## config.mk

```make
export PLATFORM = sky130hd
export DESIGN_NAME = rgb_to_hsv_converter
export DESIGN_NICKNAME = d
export VERILOG_FILES = /design/src/rthsv_pkg.sv /design/src/rgb_to_hsv_converter.sv
export SDC_FILE = /design/constraint.sdc
export NUM_CORES = 2
export LEC_CHECK = 0
export BUFFER_PORTS_ARGS = -buffer_cell sky130_fd_sc_hd__buf_4
export CORE_MARGIN = 2
export CORE_UTILIZATION = 56
export DETAILED_ROUTE_END_ITERATION = 6
export PLACE_DENSITY = 0.72
export SLEW_MARGIN = 20
export SYNTH_ARGS = -nofsm -noshare
export SYNTH_HDL_FRONTEND = slang
export SYNTH_SLANG_ARGS = --single-unit
```

## constraint.sdc

```tcl
create_clock -name clock -period 25.4 [get_ports clock]
set_input_delay 3.81 -clock clock [delete_from_list [all_inputs] [get_ports clock]]
set_output_delay 3.81 -clock clock [all_outputs]
set_load 0.01 [all_outputs]
```

## src/rthsv_pkg.sv

```systemverilog
// Package for the RGB to HSV converter: field widths, scaling constants,
// the hue sector code and the record that travels down the divider stages.
// No dependencies.
package rthsv_pkg;

   // Channel width actually used from each 16-bit input field (8 to 16).
   localparam int CHAN_BITS      = 16;
   localparam int FIELD_BITS     = 16;
   localparam int IN_TDATA_BITS  = 3 * FIELD_BITS;

   localparam int HUE_BITS       = 15;
   localparam int SAT_BITS       = 13;
   localparam int VAL_BITS       = 21;
   localparam int OUT_FIELD_BITS = HUE_BITS + SAT_BITS + VAL_BITS;
   localparam int OUT_TDATA_BITS = ((OUT_FIELD_BITS + 7) / 8) * 8;
   localparam int OUT_PAD_BITS   = OUT_TDATA_BITS - OUT_FIELD_BITS;

   // Both quotients are below 2^13 (hue offset at most 3840, saturation at most 6400).
   localparam int QUOT_BITS      = 13;
   localparam int NUM_BITS       = CHAN_BITS + QUOT_BITS;
   localparam int VAL_Y_BITS     = CHAN_BITS + 5;

   // Input register, min/max stage, operand stage, one stage per quotient bit, output.
   localparam int DIV_FIRST      = 3;
   localparam int STAGE_COUNT    = DIV_FIRST + QUOT_BITS + 1;

   localparam int HUE_FULL_Q6    = 23040;   // 360 degrees
   localparam int HUE_STEP_Q6    = 3840;    // 60 degrees
   localparam int HUE_BASE_RED   = 23040;   // 360 degrees
   localparam int HUE_BASE_GREEN = 7680;    // 120 degrees
   localparam int HUE_BASE_BLUE  = 15360;   // 240 degrees
   localparam int SAT_SCALE      = 6400;    // 100 percent
   localparam int VAL_MUL        = 25;      // 6400 = 25 * 255 + 25
   localparam int VAL_DIV        = 255;
   localparam int RECIP_SHIFT    = 8;       // 255 = 2^8 - 1

   typedef enum logic [2:0] {
      SEC_RED   = 3'b001,
      SEC_GREEN = 3'b010,
      SEC_BLUE  = 3'b100
   } sector_type;

   typedef struct packed {
      logic [NUM_BITS-1:0]   hue_rem;
      logic [CHAN_BITS-1:0]  hue_div;
      logic [QUOT_BITS-1:0]  hue_quot;
      logic                  hue_neg;
      logic [HUE_BITS-1:0]   hue_base;
      logic [NUM_BITS-1:0]   sat_rem;
      logic [CHAN_BITS-1:0]  sat_div;
      logic [QUOT_BITS-1:0]  sat_quot;
      logic                  grey;
      logic                  black;
      logic [VAL_Y_BITS-1:0] val_y;
      logic [VAL_BITS-1:0]   val_q;
      logic                  val_fix;
   } div_type;

endpackage

```

## src/rgb_to_hsv_converter.sv

```systemverilog
// Pipelined RGB to HSV converter with 6 fractional bits on every result.
// Depends on rthsv_pkg for widths, constants, the sector code and div_type.
//
// Usage:
//   req_* carries one sample per transaction: red, green and blue counts.
//   rsp_* returns hue (1/64 degree), saturation (1/64 percent) and
//   value (1/64 units) for each sample, in the order they were accepted.
//   Each accepted sample passes through the input register, the min/max
//   stage, the operand stage, 13 divider stages and the output register.
//   Throughput: one sample per cycle unless the receiver stalls. Hue and
//   saturation are two restoring dividers that resolve one quotient bit per
//   pipeline stage, so every stage holds its own sample.
//   Each stage has its own valid bit and moves forward whenever the stage
//   ahead of it is empty or moving, so bubbles close up when the receiver
//   stalls and req_tready only drops once every stage is full.
//   Reset clears all valid bits; no result is offered until a new sample
//   has passed through.
//   Input bits above the channel width are ignored.
module rgb_to_hsv_converter
   import rthsv_pkg::*;
(
   input  logic                      clock,
   input  logic                      reset,
   input  logic                      req_tvalid,
   output logic                      req_tready,
   // Fields from bit 0 up: red_raw[15:0], green_raw[15:0], blue_raw[15:0].
   input  logic [IN_TDATA_BITS-1:0]  req_tdata,
   output logic                      rsp_tvalid,
   input  logic                      rsp_tready,
   // Fields from bit 0 up: hue_q6[14:0], sat_q6[12:0], value_q6[20:0], zero pad.
   output logic [OUT_TDATA_BITS-1:0] rsp_tdata
);

   localparam int OUT_STG = STAGE_COUNT - 1;

   // Stage handshake.
   logic [STAGE_COUNT:0]   rdy;
   logic [STAGE_COUNT-1:0] vld_ff, vld_in, vld_src, load;

   // Stage 0: input register.
   logic [CHAN_BITS-1:0] red_ff, green_ff, blue_ff;
   logic [CHAN_BITS-1:0] red_in, green_in, blue_in;

   // Stage 1: extremes, sector and signed channel difference.
   logic [CHAN_BITS-1:0] cmax_ff, cmin_ff, cmax_in, cmin_in;
   sector_type           sector_ff, sector_in;
   logic [CHAN_BITS:0]   dlt_ff, dlt_in;

   // Stage 2 and the divider stages.
   div_type div_ff [QUOT_BITS+1];
   div_type div_in [QUOT_BITS+1];
   logic [CHAN_BITS-1:0] diff;
   logic [CHAN_BITS:0]   dlt_abs;

   // Output stage.
   logic [HUE_BITS-1:0] hue_ff, hue_in;
   logic [SAT_BITS-1:0] sat_ff, sat_in;
   logic [VAL_BITS-1:0] val_ff, val_in;
   logic [HUE_BITS:0]   hue_raw;

   assign rdy[STAGE_COUNT] = rsp_tready;

   genvar s;
   generate
      for (s = 0; s < STAGE_COUNT; s++) begin : g_hs
         assign rdy[s] = !vld_ff[s] || rdy[s+1];
      end
   endgenerate

   assign vld_src = {vld_ff[STAGE_COUNT-2:0], req_tvalid};
   assign load    = rdy[STAGE_COUNT-1:0] & vld_src;
   assign vld_in  = (rdy[STAGE_COUNT-1:0] & vld_src) | (~rdy[STAGE_COUNT-1:0] & vld_ff);

   always_ff @(posedge clock) begin
      if (reset) begin
         vld_ff <= '0;
      end else begin
         vld_ff <= vld_in;
      end
   end

   assign req_tready = rdy[0];
   assign rsp_tvalid = vld_ff[OUT_STG];

   // ---------------- Stage 0 ----------------
   assign red_in   = req_tdata[0 +: CHAN_BITS];
   assign green_in = req_tdata[FIELD_BITS +: CHAN_BITS];
   assign blue_in  = req_tdata[2*FIELD_BITS +: CHAN_BITS];

   always_ff @(posedge clock) begin
      if (load[0]) begin
         red_ff   <= red_in;
         green_ff <= green_in;
         blue_ff  <= blue_in;
      end
   end

   // ---------------- Stage 1 ----------------
   always_comb begin
      cmax_in = red_ff;
      if (green_ff > cmax_in) cmax_in = green_ff;
      if (blue_ff > cmax_in) cmax_in = blue_ff;
      cmin_in = red_ff;
      if (green_ff < cmin_in) cmin_in = green_ff;
      if (blue_ff < cmin_in) cmin_in = blue_ff;

      // Ties for the maximum go to red, then green.
      if (cmax_in == red_ff) begin
         sector_in = SEC_RED;
      end else if (cmax_in == green_ff) begin
         sector_in = SEC_GREEN;
      end else begin
         sector_in = SEC_BLUE;
      end

      case (sector_in)
         SEC_RED: begin
            dlt_in = {1'b0, green_ff} - {1'b0, blue_ff};
         end
         SEC_GREEN: begin
            dlt_in = {1'b0, blue_ff} - {1'b0, red_ff};
         end
         default: begin
            dlt_in = {1'b0, red_ff} - {1'b0, green_ff};
         end
      endcase
   end

   always_ff @(posedge clock) begin
      if (load[1]) begin
         cmax_ff   <= cmax_in;
         cmin_ff   <= cmin_in;
         sector_ff <= sector_in;
         dlt_ff    <= dlt_in;
      end
   end

   // ---------------- Stage 2: dividend and divisor set-up ----------------
   // The hue is base + floor(3840 * d / diff), with |d| <= diff, so only the
   // magnitude is divided and the sign is applied at the end.
   always_comb begin
      diff    = cmax_ff - cmin_ff;
      dlt_abs = dlt_ff[CHAN_BITS] ? (~dlt_ff + 1'b1) : dlt_ff;

      div_in[0].hue_rem  = NUM_BITS'(dlt_abs[CHAN_BITS-1:0]) * NUM_BITS'(HUE_STEP_Q6);
      div_in[0].hue_div  = diff;
      div_in[0].hue_quot = '0;
      div_in[0].hue_neg  = dlt_ff[CHAN_BITS];
      case (sector_ff)
         SEC_RED:   div_in[0].hue_base = HUE_BITS'(HUE_BASE_RED);
         SEC_GREEN: div_in[0].hue_base = HUE_BITS'(HUE_BASE_GREEN);
         default:   div_in[0].hue_base = HUE_BITS'(HUE_BASE_BLUE);
      endcase
      div_in[0].sat_rem  = NUM_BITS'(diff) * NUM_BITS'(SAT_SCALE);
      div_in[0].sat_div  = cmax_ff;
      div_in[0].sat_quot = '0;
      div_in[0].grey     = (diff == '0);
      div_in[0].black    = (cmax_ff == '0);
      div_in[0].val_y    = VAL_Y_BITS'(cmax_ff) * VAL_Y_BITS'(VAL_MUL);
      div_in[0].val_q    = '0;
      div_in[0].val_fix  = 1'b0;
   end

   always_ff @(posedge clock) begin
      if (load[2]) begin
         div_ff[0] <= div_in[0];
      end
   end

   // ---------------- Divider stages ----------------
   // Each stage resolves one quotient bit of both divisions, MSB first.
   // The value path rides along: y / 255 is estimated from y / 256 terms in
   // the first stage, checked against the remainder in the second and added
   // to y in the third (cmax * 6400 / 255 = y + y / 255 with y = 25 * cmax).
   genvar k;
   generate
      for (k = 0; k < QUOT_BITS; k++) begin : g_div
         localparam int SHIFT = QUOT_BITS - 1 - k;

         logic [NUM_BITS-1:0]   hue_shf, sat_shf;
         logic [VAL_Y_BITS:0]   val_sum;
         logic [VAL_Y_BITS-1:0] val_rem;

         always_comb begin
            hue_shf = NUM_BITS'(div_ff[k].hue_div) << SHIFT;
            sat_shf = NUM_BITS'(div_ff[k].sat_div) << SHIFT;
            val_sum = {1'b0, div_ff[k].val_y} + (div_ff[k].val_y >> RECIP_SHIFT)
                      + (div_ff[k].val_y >> (2 * RECIP_SHIFT));
            val_rem = div_ff[k].val_y
                      - VAL_Y_BITS'(div_ff[k].val_q) * VAL_Y_BITS'(VAL_DIV);

            div_in[k+1] = div_ff[k];
            if (div_ff[k].hue_rem >= hue_shf) begin
               div_in[k+1].hue_rem         = div_ff[k].hue_rem - hue_shf;
               div_in[k+1].hue_quot[SHIFT] = 1'b1;
            end
            if (div_ff[k].sat_rem >= sat_shf) begin
               div_in[k+1].sat_rem         = div_ff[k].sat_rem - sat_shf;
               div_in[k+1].sat_quot[SHIFT] = 1'b1;
            end

            if (k == 0) begin
               div_in[k+1].val_q = VAL_BITS'(val_sum >> RECIP_SHIFT);
            end else if (k == 1) begin
               div_in[k+1].val_fix = (val_rem >= VAL_Y_BITS'(VAL_DIV));
            end else if (k == 2) begin
               div_in[k+1].val_q = VAL_BITS'(div_ff[k].val_y) + div_ff[k].val_q
                                   + VAL_BITS'(div_ff[k].val_fix);
            end
         end

         always_ff @(posedge clock) begin
            if (load[DIV_FIRST+k]) begin
               div_ff[k+1] <= div_in[k+1];
            end
         end
      end
   endgenerate

   // ---------------- Output stage ----------------
   // A negative offset floors downward, so a nonzero remainder costs one more.
   always_comb begin
      if (div_ff[QUOT_BITS].hue_neg) begin
         hue_raw = {1'b0, div_ff[QUOT_BITS].hue_base}
                   - (HUE_BITS+1)'(div_ff[QUOT_BITS].hue_quot)
                   - (HUE_BITS+1)'(div_ff[QUOT_BITS].hue_rem != '0);
      end else begin
         hue_raw = {1'b0, div_ff[QUOT_BITS].hue_base}
                   + (HUE_BITS+1)'(div_ff[QUOT_BITS].hue_quot);
      end

      if (div_ff[QUOT_BITS].grey) begin
         hue_in = '0;
      end else if (hue_raw >= (HUE_BITS+1)'(HUE_FULL_Q6)) begin
         hue_in = HUE_BITS'(hue_raw - (HUE_BITS+1)'(HUE_FULL_Q6));
      end else begin
         hue_in = HUE_BITS'(hue_raw);
      end

      sat_in = div_ff[QUOT_BITS].black ? '0 : SAT_BITS'(div_ff[QUOT_BITS].sat_quot);
      val_in = div_ff[QUOT_BITS].val_q;
   end

   always_ff @(posedge clock) begin
      if (load[OUT_STG]) begin
         hue_ff <= hue_in;
         sat_ff <= sat_in;
         val_ff <= val_in;
      end
   end

   assign rsp_tdata = {{OUT_PAD_BITS{1'b0}}, val_ff, sat_ff, hue_ff};

   // ---------------- Assertions ----------------
   a_reset_empty: assert property (@(posedge clock) reset |=> !rsp_tvalid)
      else $error("result offered right after reset");

   a_result_range: assert property (@(posedge clock) disable iff (reset)
      rsp_tvalid |-> (hue_ff < HUE_BITS'(HUE_FULL_Q6)) && (sat_ff <= SAT_BITS'(SAT_SCALE)))
      else $error("hue or saturation out of range");

   a_grey_hue: assert property (@(posedge clock) disable iff (reset)
      (load[OUT_STG] && div_ff[QUOT_BITS].grey) |=> (hue_ff == '0))
      else $error("grey sample produced nonzero hue");

   a_full_only: assert property (@(posedge clock) disable iff (reset)
      !req_tready |-> ((&vld_ff) && !rsp_tready))
      else $error("input stalled while the pipeline has a free stage");

endmodule
```

Yosys cells after proc, flatten, opt, wreduce, memory -nomap -nowiden. Memories as Yosys holds them, arrays and structs flattened. Index checks and enable logic that the tools add are counted.

Add/sub/neg operators: 40. Multiply operators: 4. $lt $le $gt $ge: 32. Equal/unequal tests: 6. Mux-type cells: 91. Bitwise logic cells: 5. Reductions and logical operators: 37.

Operator list (number): two-way mux 29 bit (26); two-way mux 16 bit (6); greater-or-equal comparator 29 x 16 -> 1 bit (2); greater-or-equal comparator 29 x 17 -> 1 bit (2); greater-or-equal comparator 29 x 18 -> 1 bit (2); greater-or-equal comparator 29 x 19 -> 1 bit (2); greater-or-equal comparator 29 x 20 -> 1 bit (2); greater-or-equal comparator 29 x 21 -> 1 bit (2); greater-or-equal comparator 29 x 22 -> 1 bit (2); greater-or-equal comparator 29 x 23 -> 1 bit (2); greater-or-equal comparator 29 x 24 -> 1 bit (2); greater-or-equal comparator 29 x 25 -> 1 bit (2); greater-or-equal comparator 29 x 26 -> 1 bit (2); greater-or-equal comparator 29 x 27 -> 1 bit (2); greater-or-equal comparator 29 x 28 -> 1 bit (2); subtractor 29 x 16 -> 29 bit (2); subtractor 29 x 17 -> 29 bit (2); subtractor 29 x 18 -> 29 bit (2); subtractor 29 x 19 -> 29 bit (2); subtractor 29 x 20 -> 29 bit (2); subtractor 29 x 21 -> 29 bit (2); subtractor 29 x 22 -> 29 bit (2); subtractor 29 x 23 -> 29 bit (2); subtractor 29 x 24 -> 29 bit (2); other kinds (39) (139).

Flip-flop bits (word level): 166. RAM bits: 2478. Output and inout port bits: 58. Logic and storage cells: 227. Memories kept: 1.

Memory list: div_ff (depth 14, width 177, read ports 14, clocked after memory_dff 0, wr ports 14, RTL line rgb_to_hsv_converter.sv:50) `div_type div_ff [QUOT_BITS+1];`.

Logic depth before layout (Yosys ltp).
Word-level depth: 21. Gate-level depth with buffers: 25. Mapped depth without buffers: 25.

Worst setup path after synthesis. Ideal clock, no wire load.

Kind: input to register. Start point: input rsp_tready. End point: memory div_ff[11][100] (netlist bit), enable pin. Data arrival time: 13.928 ns. Data required time: 24.561 ns. Path slack: 10.632 ns. Cell stages on the path: 3. Path buffers: 0. Path through: nor2b_1 > and3_1 > a21boi_0.

RTL lines: start, declared (RTL line rgb_to_hsv_converter.sv:29) `input logic rsp_tready,`; end, declared (RTL line rgb_to_hsv_converter.sv:50).

Final worst setup path.
Start point: input rsp_tready. End point: output req_tready.

Longest elaborated chain between the ends: 17.

RTL lines: logical OR 1 bit (17 in a row) (RTL line rgb_to_hsv_converter.sv:66) `assign rdy[s] = !vld_ff[s] || rdy[s+1];`; end, declared (RTL line rgb_to_hsv_converter.sv:25) `output logic req_tready,`.

No other way between the ends.

==> impl_metrics.tcl <==
set metrics [dict create \
    run_status "finished, final reports clean" \
    rows 153 \
    placeableCoreArea_sq_um 174000 \
    drv_slew 0 \
    layout-drive-gt1-share_pct 7.59 \
    vias_per_std_cell 5.58 \
    number_of_antenna_violations_at_the_first_check_in_global_routing 0 \
    wire_per_inst_um 17.8 \
    tritoncts_num_sinks 1794 \
    grt_start_max_net_pins 93 \
    ys_ff_latch 1794 \
    tightestPinTransition_ns 1.03 \
    r2r-start "green_ff[1]" \
    groute.usage.overall_pct 21.9 \
    die_width_um 423 \
    synth-main-ff-cell "sky130_fd_sc_hd__edfxtp_1" \
    layout.cells.most_common "sky130_fd_sc_hd__edfxtp_1" \
    timing.critical_path.cells "buf_4 -> nor2b_1 -> and3_1 -> and3_1 -> and2_1 -> nand2_1 -> nor3_1 -> buf_4 -> and3_1 -> nand4_1 -> buf_4" \
    worst_path_max_delay_cell "sky130_fd_sc_hd__nor2b_1" \
    rrSetupSlack_ns 18.50 \
    worst_r2r_path_depth 20 \
    worst-path-buf-inv 3 \
    holdPathStages 0 \
    synth.cell_area_sq_um 98400 \
    postCtsResizedCells 0 \
    cts_post_setup_buffers_inserted 0 \
    proportion_of_synthesized_chip_area_in_sequential_cells_pct 54.6 \
    part_of_the_cycle_the_worst_path_needs_pct 42.0 \
    synth_enable_flop_cells 1777 \
    design.portCount 110 \
    power_frac_seq_pct 38.3 \
    crit_path_max_incr_delay_ns 0.46 \
    grt.overflow.total 0 \
    first_global_vias 61718 \
    report.final.setup_viol 0 \
    starting_density_of_the_core_pct 56.5 \
    cellInternalPower_uw 6400 \
    worstSkewPairLatency_ns 0.82 \
    yosys.cell_types.count 102 \
    buffer_cell_driving_the_clock_tree_root "sky130_fd_sc_hd__clkbuf_16" \
    critPathTopFamily "simple AND/OR/NAND/NOR gates" \
    place.detailed.hpwl_um 150000 \
    critPathArrivalTime_ns 6.85 \
    worst_setup_hold_path_clk_slew_ns 0.06 \
    drc 0 \
    post-route-min-period_ns 10.66 \
    vias_post_dr 61277 \
    worstSetupStartpointType "input port" \
    ant_nets 0 \
    combPwrFrac_pct 31.8 \
    numCtsBuffers 184 \
    first_iter_violations 3360 \
    max-cap-violations 0 \
    place_congestion 0.955 \
    final_cell_mix "1777 x sky130_fd_sc_hd__edfxtp_1, 973 x sky130_fd_sc_hd__inv_1, 750 x sky130_fd_sc_hd__ha_1" \
    clock_skew_ns 0.0532 \
    power.net_switching_uw 2870 \
    wl_um 196000 \
    postLayoutCoreUtil_pct 62.3 \
    worstSetupPathType "input port to primary output" \
    max_slew_margin_pct 30.9 \
    cts_htree_levels 4 \
    postCtsHoldBufs 0 \
    clockBufferDepth 3 \
    final-hold-violation-count 0 \
    tns_ns 0 \
    synthesis.area_per_instance_sq_um 11.9 \
    tritoncts "built" \
    p_clk_share_pct 29.9 \
    worstReg2RegEnd "dlt_ff[15]" \
    postSynthCellCount 8277 \
    design.final.nets 9467 \
    maxClockFrequency_ghz 0.0938 \
    hold_end "div_ff[4][6]" \
    hp-start "div_ff[3][6]" \
    portBuffers 102 \
    ys_warn_count 0 \
    critPathCaptureType "primary output" \
    worst-endpoint-required_ns 21.59 \
    ant_cells 0 \
    layout-area-overhead-vs-synth_pct 10.3 \
    power_dens_cells_nw_per_um2 85.4 \
    first_pass_grt_wire_length_um 315000 \
    vdd_ir_drop_max_v 0.0000941 \
    asyncSetResetFlopFracSynth_pct 0 \
    crit_fanout 7 \
    floorplan.die.height_um 423 \
    power_leakage_uw 0.0423 \
    grt_setup_unrepaired "false" \
    p_sw_share_pct 31.0 \
    detail_route.first_pass.iterations 6 \
    floorplan.die_area_sq_um 179000 \
    hold_class "flop to flop" \
]
==> synthesized netlist by cell type (144+ instances only) <==
master,number,area (sq um)
sky130_fd_sc_hd__edfxtp_1,1777,53400
sky130_fd_sc_hd__inv_1,973,3650
sky130_fd_sc_hd__ha_1,750,9380
sky130_fd_sc_hd__nor2_1,601,2260
sky130_fd_sc_hd__a21oi_1,525,2630
sky130_fd_sc_hd__nand2_1,392,1470
sky130_fd_sc_hd__o21ai_0,350,1750
sky130_fd_sc_hd__xnor2_1,313,2740
sky130_fd_sc_hd__xor2_1,275,2410
sky130_fd_sc_hd__nor3_1,224,1120
sky130_fd_sc_hd__fa_1,164,3280
sky130_fd_sc_hd__a21o_1,144,1080
==> cell families after synthesis <==
family / count (synthesis) / synth area share, %
and+or+nand+nor: 2039 / 10.3
AOI/OAI and AO/OA: 1668 / 10.9
other: 1 / 0.00381
adders and majority gates: 914 / 12.9
xor gates and xnor gates: 588 / 5.23
DFF: 1794 / 54.6
muxes: 166 / 1.85
buffers and inverters: 1107 / 4.30
==> metrics by stage <==
stage                     cells  area, sq um  power (uW)  setup slack [ns]  hold slack, ns
final                     10983       109000        9270             14.74           0.387
after global routing      10983       109000        9840             14.54           0.386
after CTS                 10983       109000        9330             14.75           0.378
after detailed placement  10640       102000        6520             14.83           0.405
after global placement    10640       102000        6420             14.82           0.402
after floorplan            8283        98400        5890             10.63           0.400
==> metal layers <==
metal / wire length, um / vias up / global-route usage (%)
met5: 0 / - / 0
met4: 8170 / 0 / 9.45
met3: 5490 / 420 / 2.58
met2: 105000 / 1088 / 41.7
met1: 77000 / 29211 / 24.3
li1: - / 30558 / -
==> how the worst max path moves through the flow <==
stage | start | to | slack, ns | cells after the start
floorplan | rsp_tready | div_ff[11][100] | 10.63 | 3
global placement | rsp_tready | req_tready | 14.82 | 11
detailed placement | rsp_tready | req_tready | 14.83 | 11
CTS | rsp_tready | req_tready | 14.75 | 11
global route | rsp_tready | req_tready | 14.54 | 11
finish | rsp_tready | req_tready | 14.74 | 11
==> registers in the layout (all words and copies together), names as in the netlist, named ones only <==
name       count
div_ff      1628
dlt_ff        17
red_ff        16
val_ff        21
cmin_ff       16
cmax_ff       16
sat_ff        13
green_ff      16
sector_ff      3
blue_ff       16
hue_ff        15
==> power groups by stage <==
stage               Sequential, uW  Combinational [uW]  Clock [uW]
floorplan                     3570                2320           0
detailed placement            3610                2910           0
CTS                           3550                2940        2840
global placement              3610                2810           0
global route                  3560                3330        2960
finish                        3550                2950        2780
==> cell type report <==
class	instances	area [sq um]
Clock buffer	224	4780
Clock inverter	119	1590
Fill cell	13165	65600
Inverter	976	3660
Multi-Input combinational cell	5382	40700
Sequential cell	1794	53700
Tap cell	2325	2910
Timing Repair Buffer	163	1230
Note: power is estimated with default switching activity, not from simulation.
